<file path="src/hdl/bspe_pkg.sv">
// Shared types and constants for the B-spline point evaluator.
// Used by the register block, controller, datapath and top level.
`timescale 1ns / 1ps
package bspe_pkg;

   localparam int MAX_ORDER  = 4;
   localparam int KNOT_COUNT = 9;
   // effective order cap: no knot beyond the knot vector is ever read
   localparam int ORDER_CAP  = (MAX_ORDER < KNOT_COUNT / 2) ? MAX_ORDER : KNOT_COUNT / 2;
   localparam int NB_DEPTH   = 2 * ORDER_CAP - 1;

   localparam int NB_AW      = 3;
   localparam int KSEL_W     = 4;
   localparam int BASIS_W    = 22;
   localparam int DIV_STEPS  = 36;
   localparam int DIV_CNT_W  = 6;

   localparam logic signed [BASIS_W-1:0] BASIS_ONE = 22'sd65536;
   localparam logic signed [BASIS_W-1:0] BASIS_MAX = 22'sd1048576;
   localparam logic signed [BASIS_W-1:0] BASIS_MIN = -22'sd1048576;

   localparam logic signed [27:0] OUT_MAX = 28'sh7FFFFFF;
   localparam logic signed [27:0] OUT_MIN = 28'sh8000000;

   typedef enum logic [2:0] {
      CSR_ORDER    = 3'd0,
      CSR_KNOTS_A  = 3'd1,
      CSR_KNOTS_B  = 3'd2,
      CSR_KNOTS_C  = 3'd3,
      CSR_POINTS_A = 3'd4,
      CSR_POINTS_B = 3'd5
   } csr_idx_type;

   typedef struct packed {
      logic [2:0]  curve_order;
      logic [47:0] knots_a;
      logic [47:0] knots_b;
      logic [47:0] knots_c;
      logic [63:0] points_a;
      logic [63:0] points_b;
   } cfg_type;

   typedef struct packed {
      logic              load_t;
      logic [KSEL_W-1:0] knot_sel;
      logic [NB_AW-1:0]  nb_raddr;
      logic [NB_AW-1:0]  nb_waddr;
      logic [1:0]        pt_sel;
      logic              latch_ka;
      logic              box_wr;
      logic              latch_kq;
      logic              set_nd;
      logic              term_b;
      logic              mul;
      logic              div_start;
      logic              term_a_done;
      logic              term_b_done;
      logic              clr_acc;
      logic              pmul;
      logic              pacc;
      logic              out_load;
   } cmd_type;

   typedef struct packed {
      logic div_done;
      logic out_free;
   } status_type;

endpackage

</file>
<file path="src/hdl/bspline_point_eval.sv">
// B-spline point evaluator, Cox-de Boor basis triangle on one divider.
// Items are processed one at a time: a new item is taken only when the previous
// one has left the sequencer. The 36-step radix-2 divider runs twice per blend
// node, once for each of its two terms.
// Reset (synchronous, high) restores order 3 with zero knots and points and
// empties the result register.
`timescale 1ns / 1ps
module bspline_point_eval (
   input  logic               clock,
   input  logic               reset,
   input  logic               req_valid,
   output logic               req_stall,
   input  logic [15:0]        req_param_t,
   output logic               rsp_valid,
   input  logic               rsp_stall,
   output logic signed [27:0] rsp_point_x,
   output logic signed [27:0] rsp_point_y,
   input  logic               csr_valid,
   output logic               csr_ready,
   input  logic [2:0]         csr_index,
   input  logic [63:0]        csr_data
);
   import bspe_pkg::*;

   cfg_type    cfg;
   cmd_type    cmd;
   status_type status;

   bspe_regs u_regs (
      .clock     (clock),
      .reset     (reset),
      .csr_valid (csr_valid),
      .csr_ready (csr_ready),
      .csr_index (csr_index),
      .csr_data  (csr_data),
      .cfg       (cfg)
   );

   bspe_ctrl u_ctrl (
      .clock       (clock),
      .reset       (reset),
      .req_valid   (req_valid),
      .req_stall   (req_stall),
      .curve_order (cfg.curve_order),
      .status      (status),
      .cmd         (cmd)
   );

   bspe_dp u_dp (
      .clock       (clock),
      .reset       (reset),
      .cmd         (cmd),
      .cfg         (cfg),
      .req_param_t (req_param_t),
      .status      (status),
      .rsp_valid   (rsp_valid),
      .rsp_stall   (rsp_stall),
      .rsp_point_x (rsp_point_x),
      .rsp_point_y (rsp_point_y)
   );

endmodule

</file>
<file path="src/hdl/bspe_regs.sv">
// Configuration register file for the B-spline point evaluator.
// Depends on bspe_pkg.
`timescale 1ns / 1ps
module bspe_regs (
   input  logic             clock,
   input  logic             reset,
   input  logic             csr_valid,
   output logic             csr_ready,
   input  logic [2:0]       csr_index,
   input  logic [63:0]      csr_data,
   output bspe_pkg::cfg_type cfg
);
   import bspe_pkg::*;

   cfg_type cfg_ff;

   assign csr_ready = 1'b1;
   assign cfg       = cfg_ff;

   always_ff @(posedge clock) begin
      if (reset) begin
         cfg_ff.curve_order <= 3'd3;
         cfg_ff.knots_a     <= '0;
         cfg_ff.knots_b     <= '0;
         cfg_ff.knots_c     <= '0;
         cfg_ff.points_a    <= '0;
         cfg_ff.points_b    <= '0;
      end else if (csr_valid) begin
         case (csr_idx_type'(csr_index))
            CSR_ORDER:    cfg_ff.curve_order <= csr_data[2:0];
            CSR_KNOTS_A:  cfg_ff.knots_a     <= csr_data[47:0];
            CSR_KNOTS_B:  cfg_ff.knots_b     <= csr_data[47:0];
            CSR_KNOTS_C:  cfg_ff.knots_c     <= csr_data[47:0];
            CSR_POINTS_A: cfg_ff.points_a    <= csr_data;
            CSR_POINTS_B: cfg_ff.points_b    <= csr_data;
            default: ;
         endcase
      end
   end

endmodule

</file>
<file path="src/hdl/bspe_ctrl.sv">
// Sequencer for the B-spline point evaluator: box level, blend levels,
// weighted point sum. Depends on bspe_pkg.
`timescale 1ns / 1ps
module bspe_ctrl (
   input  logic                clock,
   input  logic                reset,
   input  logic                req_valid,
   output logic                req_stall,
   input  logic [2:0]          curve_order,
   input  bspe_pkg::status_type status,
   output bspe_pkg::cmd_type   cmd
);
   import bspe_pkg::*;

   typedef enum logic [3:0] {
      ST_IDLE, ST_BOX_K0, ST_BOX_K1, ST_BOX_W,
      ST_TQ, ST_TR, ST_TSET, ST_TMUL, ST_TLOAD, ST_TDIV, ST_TEND,
      ST_PRD, ST_PMUL, ST_PACC, ST_FIN
   } state_type;

   state_type  state_ff, state_in;
   logic [2:0] i_ff, i_in;
   logic [2:0] lvl_ff, lvl_in;
   logic [2:0] ord_ff, ord_in;
   logic       tb_ff, tb_in;
   logic [2:0] ord_eff;
   logic [3:0] box_last, lvl_last;

   always_comb begin
      ord_eff = curve_order;
      if (ord_eff == 3'd0) ord_eff = 3'd1;
      if (ord_eff > 3'(ORDER_CAP)) ord_eff = 3'(ORDER_CAP);
   end

   assign box_last  = {ord_ff, 1'b0} - 4'd2;
   assign lvl_last  = {ord_ff, 1'b0} - {1'b0, lvl_ff} - 4'd1;
   assign req_stall = (state_ff != ST_IDLE);

   always_comb begin
      state_in = state_ff;
      i_in     = i_ff;
      lvl_in   = lvl_ff;
      ord_in   = ord_ff;
      tb_in    = tb_ff;
      cmd      = '0;
      cmd.term_b   = tb_ff;
      cmd.nb_waddr = i_ff;
      cmd.pt_sel   = i_ff[1:0];
      case (state_ff)
         ST_IDLE: begin
            if (req_valid) begin
               cmd.load_t = 1'b1;
               ord_in     = ord_eff;
               i_in       = '0;
               state_in   = ST_BOX_K0;
            end
         end
         ST_BOX_K0: begin
            cmd.knot_sel = {1'b0, i_ff};
            state_in     = ST_BOX_K1;
         end
         ST_BOX_K1: begin
            cmd.latch_ka = 1'b1;
            cmd.knot_sel = {1'b0, i_ff} + 4'd1;
            state_in     = ST_BOX_W;
         end
         ST_BOX_W: begin
            cmd.box_wr = 1'b1;
            if ({1'b0, i_ff} == box_last) begin
               i_in  = '0;
               tb_in = 1'b0;
               if (ord_ff == 3'd1) begin
                  cmd.clr_acc = 1'b1;
                  state_in    = ST_PRD;
               end else begin
                  lvl_in   = 3'd2;
                  state_in = ST_TQ;
               end
            end else begin
               i_in     = i_ff + 3'd1;
               state_in = ST_BOX_K0;
            end
         end
         ST_TQ: begin
            // term a: q = i+lvl-1, lower = nb[i]; term b: q = i+lvl, lower = nb[i+1]
            cmd.knot_sel = {1'b0, i_ff} + {1'b0, lvl_ff} - (tb_ff ? 4'd0 : 4'd1);
            cmd.nb_raddr = i_ff + (tb_ff ? 3'd1 : 3'd0);
            state_in     = ST_TR;
         end
         ST_TR: begin
            cmd.latch_kq = 1'b1;
            cmd.knot_sel = {1'b0, i_ff} + (tb_ff ? 4'd1 : 4'd0);
            state_in     = ST_TSET;
         end
         ST_TSET: begin
            cmd.set_nd = 1'b1;
            state_in   = ST_TMUL;
         end
         ST_TMUL: begin
            cmd.mul  = 1'b1;
            state_in = ST_TLOAD;
         end
         ST_TLOAD: begin
            cmd.div_start = 1'b1;
            state_in      = ST_TDIV;
         end
         ST_TDIV: begin
            if (status.div_done) state_in = ST_TEND;
         end
         ST_TEND: begin
            state_in = ST_TQ;
            if (!tb_ff) begin
               cmd.term_a_done = 1'b1;
               tb_in           = 1'b1;
            end else begin
               cmd.term_b_done = 1'b1;
               tb_in           = 1'b0;
               if ({1'b0, i_ff} == lvl_last) begin
                  i_in = '0;
                  if (lvl_ff == ord_ff) begin
                     cmd.clr_acc = 1'b1;
                     state_in    = ST_PRD;
                  end else begin
                     lvl_in = lvl_ff + 3'd1;
                  end
               end else begin
                  i_in = i_ff + 3'd1;
               end
            end
         end
         ST_PRD: begin
            cmd.nb_raddr = i_ff;
            state_in     = ST_PMUL;
         end
         ST_PMUL: begin
            cmd.pmul = 1'b1;
            state_in = ST_PACC;
         end
         ST_PACC: begin
            cmd.pacc = 1'b1;
            if (i_ff == ord_ff - 3'd1) begin
               state_in = ST_FIN;
            end else begin
               i_in     = i_ff + 3'd1;
               state_in = ST_PRD;
            end
         end
         ST_FIN: begin
            if (status.out_free) begin
               cmd.out_load = 1'b1;
               state_in     = ST_IDLE;
            end
         end
         default: state_in = ST_IDLE;
      endcase
   end

   always_ff @(posedge clock) begin
      if (reset) begin
         state_ff <= ST_IDLE;
         i_ff     <= '0;
         lvl_ff   <= 3'd2;
         ord_ff   <= 3'd1;
         tb_ff    <= 1'b0;
      end else begin
         state_ff <= state_in;
         i_ff     <= i_in;
         lvl_ff   <= lvl_in;
         ord_ff   <= ord_in;
         tb_ff    <= tb_in;
      end
   end

endmodule

</file>
<file path="src/hdl/bspe_dp.sv">
// Datapath: knot and point selection, basis store, blend multiplier,
// radix-2 divider, point accumulators and output register. Depends on bspe_pkg.
`timescale 1ns / 1ps
module bspe_dp (
   input  logic                 clock,
   input  logic                 reset,
   input  bspe_pkg::cmd_type    cmd,
   input  bspe_pkg::cfg_type    cfg,
   input  logic [15:0]          req_param_t,
   output bspe_pkg::status_type status,
   output logic                 rsp_valid,
   input  logic                 rsp_stall,
   output logic signed [27:0]   rsp_point_x,
   output logic signed [27:0]   rsp_point_y
);
   import bspe_pkg::*;

   logic [15:0]               t_ff, kreg_ff, ka_ff, kq_ff, knot_val;
   logic signed [BASIS_W-1:0] nb_mem [NB_DEPTH];
   logic signed [BASIS_W-1:0] rd_ff, low_ff, wdata, clamped;
   logic signed [16:0]        num_ff, den_ff, num_in, den_in;
   logic signed [38:0]        prod_ff, prod_abs, sum;
   logic signed [16:0]        den_abs;
   logic [35:0]               dvd_ff;
   logic [15:0]               rem_ff, dvs_ff;
   logic [DIV_CNT_W-1:0]      cnt_ff;
   logic                      neg_ff, zero_ff;
   logic [16:0]               trial;
   logic                      ge;
   logic signed [37:0]        qmag, qs, acc_ff, mx_ff, my_ff;
   logic signed [15:0]        px_ff, py_ff, px_val, py_val;
   logic signed [39:0]        sx_ff, sy_ff, shx, shy;
   logic                      rsp_valid_ff;
   logic signed [27:0]        ox_ff, oy_ff, ox_in, oy_in;

   always_comb begin
      case (cmd.knot_sel)
         4'd0: knot_val = cfg.knots_a[15:0];
         4'd1: knot_val = cfg.knots_a[31:16];
         4'd2: knot_val = cfg.knots_a[47:32];
         4'd3: knot_val = cfg.knots_b[15:0];
         4'd4: knot_val = cfg.knots_b[31:16];
         4'd5: knot_val = cfg.knots_b[47:32];
         4'd6: knot_val = cfg.knots_c[15:0];
         4'd7: knot_val = cfg.knots_c[31:16];
         4'd8: knot_val = cfg.knots_c[47:32];
         default: knot_val = '0;
      endcase
      case (cmd.pt_sel)
         2'd0: begin px_val = cfg.points_a[15:0];  py_val = cfg.points_a[31:16]; end
         2'd1: begin px_val = cfg.points_a[47:32]; py_val = cfg.points_a[63:48]; end
         2'd2: begin px_val = cfg.points_b[15:0];  py_val = cfg.points_b[31:16]; end
         default: begin px_val = cfg.points_b[47:32]; py_val = cfg.points_b[63:48]; end
      endcase
   end

   // blend numerator and knot-difference denominator
   always_comb begin
      num_in = cmd.term_b ? ($signed({1'b0, kq_ff}) - $signed({1'b0, t_ff}))
                          : ($signed({1'b0, t_ff}) - $signed({1'b0, kreg_ff}));
      den_in = $signed({1'b0, kq_ff}) - $signed({1'b0, kreg_ff});
   end

   assign prod_abs = prod_ff[38] ? -prod_ff : prod_ff;
   assign den_abs  = den_ff[16] ? -den_ff : den_ff;
   assign trial    = {rem_ff, dvd_ff[35]};
   assign ge       = trial >= {1'b0, dvs_ff};
   assign qmag     = $signed({2'b00, dvd_ff});
   assign qs       = zero_ff ? 38'sd0 : (neg_ff ? -qmag : qmag);
   assign sum      = 39'(acc_ff) + 39'(qs);

   always_comb begin
      if (sum > 39'(BASIS_MAX))      clamped = BASIS_MAX;
      else if (sum < 39'(BASIS_MIN)) clamped = BASIS_MIN;
      else                           clamped = sum[BASIS_W-1:0];
      wdata = cmd.box_wr ? ((t_ff >= ka_ff && t_ff < kreg_ff) ? BASIS_ONE : '0) : clamped;
   end

   always_ff @(posedge clock) begin
      if (cmd.box_wr || cmd.term_b_done) nb_mem[cmd.nb_waddr] <= wdata;
      rd_ff <= nb_mem[cmd.nb_raddr];
   end

   always_ff @(posedge clock) begin
      kreg_ff <= knot_val;
      px_ff   <= px_val;
      py_ff   <= py_val;
      if (cmd.load_t)      t_ff   <= req_param_t;
      if (cmd.latch_ka)    ka_ff  <= kreg_ff;
      if (cmd.latch_kq) begin
         kq_ff  <= kreg_ff;
         low_ff <= rd_ff;
      end
      if (cmd.set_nd) begin
         num_ff <= num_in;
         den_ff <= den_in;
      end
      if (cmd.mul)         prod_ff <= 39'(num_ff) * 39'(low_ff);
      if (cmd.term_a_done) acc_ff  <= qs;
      if (cmd.pmul) begin
         mx_ff <= 38'(px_ff) * 38'(rd_ff);
         my_ff <= 38'(py_ff) * 38'(rd_ff);
      end
      if (cmd.clr_acc) begin
         sx_ff <= '0;
         sy_ff <= '0;
      end else if (cmd.pacc) begin
         sx_ff <= sx_ff + 40'(mx_ff);
         sy_ff <= sy_ff + 40'(my_ff);
      end
   end

   // restoring divider, one quotient bit per cycle; quotient shifts into dvd
   always_ff @(posedge clock) begin
      if (reset) begin
         cnt_ff <= '0;
      end else if (cmd.div_start) begin
         cnt_ff  <= DIV_CNT_W'(DIV_STEPS);
         dvd_ff  <= prod_abs[35:0];
         dvs_ff  <= den_abs[15:0];
         rem_ff  <= '0;
         neg_ff  <= prod_ff[38] ^ den_ff[16];
         zero_ff <= (den_ff == 17'sd0);
      end else if (cnt_ff != '0) begin
         cnt_ff <= cnt_ff - 1'b1;
         rem_ff <= ge ? 16'(trial - {1'b0, dvs_ff}) : trial[15:0];
         dvd_ff <= {dvd_ff[34:0], ge};
      end
   end

   assign shx = sx_ff >>> 4;
   assign shy = sy_ff >>> 4;

   always_comb begin
      if (shx > 40'(OUT_MAX))      ox_in = OUT_MAX;
      else if (shx < 40'(OUT_MIN)) ox_in = OUT_MIN;
      else                         ox_in = shx[27:0];
      if (shy > 40'(OUT_MAX))      oy_in = OUT_MAX;
      else if (shy < 40'(OUT_MIN)) oy_in = OUT_MIN;
      else                         oy_in = shy[27:0];
   end

   always_ff @(posedge clock) begin
      if (reset) begin
         rsp_valid_ff <= 1'b0;
      end else if (cmd.out_load) begin
         rsp_valid_ff <= 1'b1;
      end else if (!rsp_stall) begin
         rsp_valid_ff <= 1'b0;
      end
      if (cmd.out_load) begin
         ox_ff <= ox_in;
         oy_ff <= oy_in;
      end
   end

   assign rsp_valid       = rsp_valid_ff;
   assign rsp_point_x     = ox_ff;
   assign rsp_point_y     = oy_ff;
   assign status.div_done = (cnt_ff == '0);
   assign status.out_free = !rsp_valid_ff || !rsp_stall;

endmodule

</file>
<file path="config.mk">
export PLATFORM = sky130hd
export DESIGN_NAME = bspline_point_eval
export DESIGN_NICKNAME = d
export VERILOG_FILES = /design/src/hdl/bspe_pkg.sv /design/src/hdl/bspline_point_eval.sv /design/src/hdl/bspe_regs.sv /design/src/hdl/bspe_ctrl.sv /design/src/hdl/bspe_dp.sv
export SDC_FILE = /design/constraint.sdc
export NUM_CORES = 2
export LEC_CHECK = 0
export BUFFER_PORTS_ARGS = -buffer_cell sky130_fd_sc_hd__clkbuf_2
export CORE_AREA = 2 2 398 400
export CTS_BUF_LIST = sky130_fd_sc_hd__clkbuf_8 sky130_fd_sc_hd__clkbuf_16
export DETAILED_ROUTE_END_ITERATION = 8
export DIE_AREA = 0 0 400 402
export PLACE_DENSITY = 0.71
export SYNTH_ARGS = -nofsm -noshare
export SYNTH_HDL_FRONTEND = slang
export SYNTH_SLANG_ARGS = --single-unit
</file>
<file path="constraint.sdc">
create_clock -name clock -period 7.4 [get_ports clock]
set_input_delay 0.74 -clock clock [delete_from_list [all_inputs] [get_ports clock]]
set_output_delay 0.74 -clock clock [all_outputs]
set_load 0.03 [all_outputs]
</file>
# Yosys cells after proc, flatten, opt, wreduce, memory -nomap -nowiden

Memories as Yosys holds them, arrays and structs flattened. A register that Yosys moved wholly into a read port is not among the register bits.
Cells that the tools add are included.

Memories: 1
Output and inout port bits: 59
Word-level logic and storage cells: 224
Register bits after elaboration: 807
Bits in writable memories: 154
Bits of input ports: 88

Equal/unequal tests: 44
Add/subtract/negate cells: 22
Reduce and logical (&&, ||, !) cells: 31
Mux-type cells: 75
Multipliers: 3
Bitwise gates (word level): 2
Order comparisons: 10

Memory list:

| memory      | words | bits a word | read ports | clocked after memory_dff | write ports | line          | text |
|---|---|---|---|---|---|---|---|
| u_dp.nb_mem | 7     | 22          | 1          | 1                        | 1           | bspe_dp.sv:19 | `logic signed [BASIS_W-1:0] nb_mem [NB_DEPTH];` |

Operators by type and width:

| operator               | number |
|---|---|
| $pmux W16 S9           | 1 |
| $mux W36               | 3 |
| $pmux W16 S3           | 2 |
| $add A40 B38 Y40       | 2 |
| $mul A16 B22 Y38       | 2 |
| $mux W38               | 2 |
| $gt A36 B28 Y1 const B | 2 |
| $lt A36 B28 Y1 const B | 2 |
| $mux W22               | 3 |
| $pmux W4 S15           | 1 |
| $mux W28               | 2 |
| $sub A16 B16 Y17       | 3 |
| $mux W16               | 3 |
| $add A38 B38 Y39       | 1 |
| $gt A39 B22 Y1 const B | 1 |
| $lt A39 B21 Y1 const B | 1 |
| $mul A17 B22 Y39       | 1 |
| $mux W3                | 13 |
| $neg A36 Y38           | 1 |
| $neg A36 Y36           | 1 |
| $mux W17               | 2 |
| $eq A4 B3 Y1 const B   | 8 |
| $eq A4 B4 Y1 const B   | 8 |
| $mux W4                | 8 |
| other kinds (53)       | 114 |

# Logic depth before layout (Yosys ltp)

Depth in word-level cells: 9
Depth in mapped cells: 27
Gate-level depth less buffers: 26

# Hierarchy

A second synthesis with hierarchy kept.

Cells, all modules: 8630
Area, all modules: 87173.6 um^2

By module, submodules not included:

| module    | times used | area an instance (um^2) | seq. area each (um^2) | cells an instance |
|---|---|---|---|---|
| bspe_dp   | 1          | 74684.1                 | 19208.4               | 7444 |
| bspe_regs | 1          | 10864.2                 | 5505.3                | 972 |
| bspe_ctrl | 1          | 1625.3                  | 280.3                 | 214 |

# Worst setup path before layout

Ideal clock, no wire load.

Path type: flip-flop to flip-flop
From: register u_dp.low_ff[13]
To: register u_dp.prod_ff[38] (data pin)
Buffers on the path: 1
Setup slack: 620 ps
Clock period less this slack: 6780 ps
Arrival: 6520 ps
Stages on the path, launching flop included: 27
Data required time: 7140 ps
Cells stage by stage: edfxtp_1 clkbuf_1 nand2_1 fa_1 inv_1 fa_1 inv_1 fa_1 inv_1 fa_1 inv_1 fa_1 inv_1 fa_1 ha_1 a21o_1 a21o_1 nor4b_1 nor3b_1 a211o_1 nor2_1 nor4_1 o221a_2 o41a_1 a41oi_1 a21oi_1 xnor2_1

Cells in the longest elaborated chain, start to end: 1

RTL lines:

| what                   | line          | text |
|---|---|---|
| from (decl)            | bspe_dp.sv:20 | `logic signed [BASIS_W-1:0] rd_ff, low_ff, wdata, clamped;` |
| from (signal assigned) | bspe_dp.sv:92 | `low_ff <= rd_ff;` |
| $mul A17 B22 Y39       | bspe_dp.sv:98 | `if (cmd.mul) prod_ff <= 39'(num_ff) * 39'(low_ff);` |
| to (signal assigned)   | bspe_dp.sv:98 |  |
| to (decl)              | bspe_dp.sv:22 | `logic signed [38:0] prod_ff, prod_abs, sum;` |

Every way passes these cells.
A chain may end at the register's enable or synchronous reset.

# Worst setup path in the final report

From: register u_dp.rd_ff[12], read port of u_dp.nb_mem
To: register u_dp.my_ff[37] (data pin)

Cells in the longest elaborated chain, start to end: 1

RTL lines:

| what                 | line           | text |
|---|---|---|
| from (decl)          | bspe_dp.sv:20  |  |
| $mul A16 B22 Y38     | bspe_dp.sv:102 | `my_ff <= 38'(py_ff) * 38'(rd_ff);` |
| to (signal assigned) | bspe_dp.sv:102 |  |
| to (decl)            | bspe_dp.sv:30  | `logic signed [37:0] qmag, qs, acc_ff, mx_ff, my_ff;` |

Every way passes these cells.

==> flow_summary.yaml <==
run_status:
  run_status: "completed"
clocking:
  cts_tree: "done"
  path_clk_slew_ns: 0.07
  h-tree-depth: 3
  clk_latency_ns: 0.75
  clock_tree.root_cell: "clkbuf_16"
  clockBufferDepth: 3
  clock_sinks: 981
  postCtsHoldBufs: 0
  numCtsBuffers: 110
synth:
  ys_seq_area_share_pct: 29.2
  synth-async-reset-ratio_pct: 0
  ys_warn_count: 0
  ys.flop_type: "edfxtp_1"
  syn_area_sq_um: 85500
  synth_edf_count: 535
  synth_cell_types: 84
  synth_commonest_cells: "nand2_1, inv_1, fa_1"
  yosysMostFrequentCell: "nand2_1"
  netlist.area_leader.share_pct: 25.1
  yosysTopAreaCell: "fa_1"
  ys_seq_elements: 981
  syn_inst: 9117
  avgSynthCellArea_sq_um: 9.38
  syn_nets: 10800
  synth.area.top_cells: "fa_1, edfxtp_1, dfxtp_1"
worst_setup_path:
  r2r_slack_ns: 0.26
  r2r_cells: 26
  rr_endpoint: "u_dp.my_ff[37]$_DFFE_PP_"
  end_kind: "flip-flop"
  arrival_ns: 7.59
  critPathSlowestCell: "fa_1"
  cp-startpoint: "u_dp.rd_ff[12]$_DFF_P_"
  path_delay_family: "adder cells"
  worstPathRequired_ns: 7.85
  critPathMaxStageDelay_ns: 0.54
  startpoint_type: "flip-flop"
  cp.buffers_inverters: 6
  cp_common_cell: "fa_1"
  r2r_start: "u_dp.rd_ff[12]$_DFF_P_"
  cp_max_fo: 19
  crit_type: "reg -> reg"
timing:
  skew_ns: 0.0616
  setup_violations: 0
  worstMarginPinSlew_ns: 1.23
  fmax_mhz: 140
  hold_viol_final: 0
  maxSlewHeadroom_pct: 17.4
  timing.final.crit_period_ns: 7.14
  fin_tns_setup_ns: 0
  whs_ns: 0.157
  slew_viol_final: 0
  fin_crit_sh_pct: 96.5
final_layout:
  fin_util_pct: 59.2
  fill_cells: 13300
  seqCellArea_sq_um: 25000
  drive_gt1_share_pct: 6.90
  instances_no_fill: 11300
  syn2layout_area_growth_pct: 8.87
  post-route-cell-area_sq_um: 93100
  nets: 10800
  multiInputGateArea_sq_um: 54100
floorplan:
  pin_count: 147
  dieArea_sq_um: 161000
  dieHeight_um: 402
  dieWidth_um: 400
  initial_core_util_pct: 54.4
  core_sq_um: 157000
  rows: 146
global_routing:
  grtUsageMet1_pct: 39.3
  track_usage_pct: 27.7
  grt_pass1_wl_um: 352000
  grt_pass1_vias: 64900
  use_met3_pct: 4.73
  top_usage_layer: "met2"
  grtUsageMet2_pct: 43.2
  overflow: 0
  grt_max_degree: 105
  antenna_found_initial: 8
pwr:
  p_per_area_nw_per_um2: 166
  peakVddDrop_uv: 283
  leakage_nw: 41.7
placed_design:
  gp_congestion: 0.944
  place_area_sq_um: 89000
  port_buffers: 145
  dp_cells: 11100
  hpwl_um: 168000
routing:
  vias: 64100
  firstDrtPassIters: 7
  routed_wl_um: 220000
  avgViaCountPerCell: 5.67
  drc: 0
  postRouteAntennaNets: 0
  drt_iter0_markers: 5708
  wl_per_cell_um: 19.4
worst_hold_path:
  hold_start: "req_param_t[0]"
  hp-class: "in -> reg"
  hold_end: "u_dp.t_ff[0]$_DFFE_PP_"
  min_path_cells: 1
job:
  maxCapViolations: 0
repair_timing:
action / CTS / global route
resized for setup: 1 / 25
endpoints found under the hold margin: 0 / 0
setup endpoints to repair: 1 / 24
buffers inserted: 0 / 5
registers in the layout (all words and copies together) (netlist names), 36 cells and up:
signal and count:
u_regs.cfg 275, u_dp.nb_mem 154, u_dp.prod_ff 37, u_dp.acc_ff 38
u_dp.sx_ff 40, u_dp.my_ff 38, u_dp.sy_ff 40, u_dp.mx_ff 38
u_dp.dvd_ff 36
where the power goes:
| part | leakage (nW) | switching [mW] | internal, mW |
|---|---|---|---|
| logic | 31.4 | 1.97 | 1.29 |
| clock network | 1.97 | 2.42 | 3.39 |
| registers | 8.25 | 0.244 | 6.11 |
| total | 41.7 | 4.64 | 10.8 |
worst max-delay path by stage:
stage	endpoint	slack (ns)	depth (start not counted)
after floorplan	u_dp.prod_ff[38]$_DFFE_PP_	0.62	26
after global placement	u_dp.my_ff[37]$_DFFE_PP_	0.24	26
after detailed placement	u_dp.my_ff[37]$_DFFE_PP_	0.08	26
after CTS	u_dp.mx_ff[37]$_DFFE_PP_	0.11	24
after global routing	u_dp.prod_ff[38]$_DFFE_PP_	-0.03	26
final	u_dp.my_ff[37]$_DFFE_PP_	0.26	26
placed cells by master (no fill, tap or decap), types with 21 or more instances in the layout:
cell,count
a211oi_1,31
a21boi_0,22
a21o_1,116
a21oi_1,601
a221oi_1,22
a222oi_1,43
a22oi_1,29
a31oi_1,28
and2_1,431
buf_4,190
clkbuf_16,111
clkbuf_2,144
clkinv_2,22
dfxtp_1,431
edfxtp_1,535
fa_1,1072
ha_1,497
inv_1,1358
mux2i_1,62
nand2_1,1603
nand2b_1,75
nand3_1,131
nand4_1,29
nor2_1,348
nor2b_1,50
nor3_1,63
o211ai_1,21
o21a_1,96
o21ai_0,229
o21bai_1,32
o31ai_1,40
or3_1,28
xnor2_1,204
xor2_1,150
logic make-up after synthesis:
logic type	synth area share [%]
adders and majority gates	32.4
xor gates and xnor gates	3.63
AOI/OAI and AO/OA	10.7
other	0.00439
buffers and inverters	7.82
and+or+nand+nor	15.4
muxes	0.752
DFF	29.2
per-stage QoR:
step                      power [mW]  setup slack [ns]
after global routing            16.1           -0.0290
final                           15.4             0.262
after floorplan                 8.75             0.620
after detailed placement        9.67            0.0816
after CTS                       15.5             0.107
after global placement          9.57             0.237
final cells by class:
type / instances / share of cell area, %
Clock buffer: 124 / 3.18
Sequential cell: 981 / 26.9
Inverter: 1345 / 5.43
Multi-Input combinational cell: 6364 / 58.1
Tap cell: 2072 / 2.79
Clock inverter: 84 / 1.02
Timing Repair Buffer: 349 / 2.59
Antenna cell: 1 / 0.00269
layer usage:
| metal | share of wire (%) | wire, um |
|---|---|---|
| met5 | 0.024 | 53 |
| met4 | 3.5 | 7710 |
| met3 | 8.3 | 18300 |
| met2 | 45 | 99100 |
| met1 | 43 | 94600 |
Power figures use the tool's default switching activity.
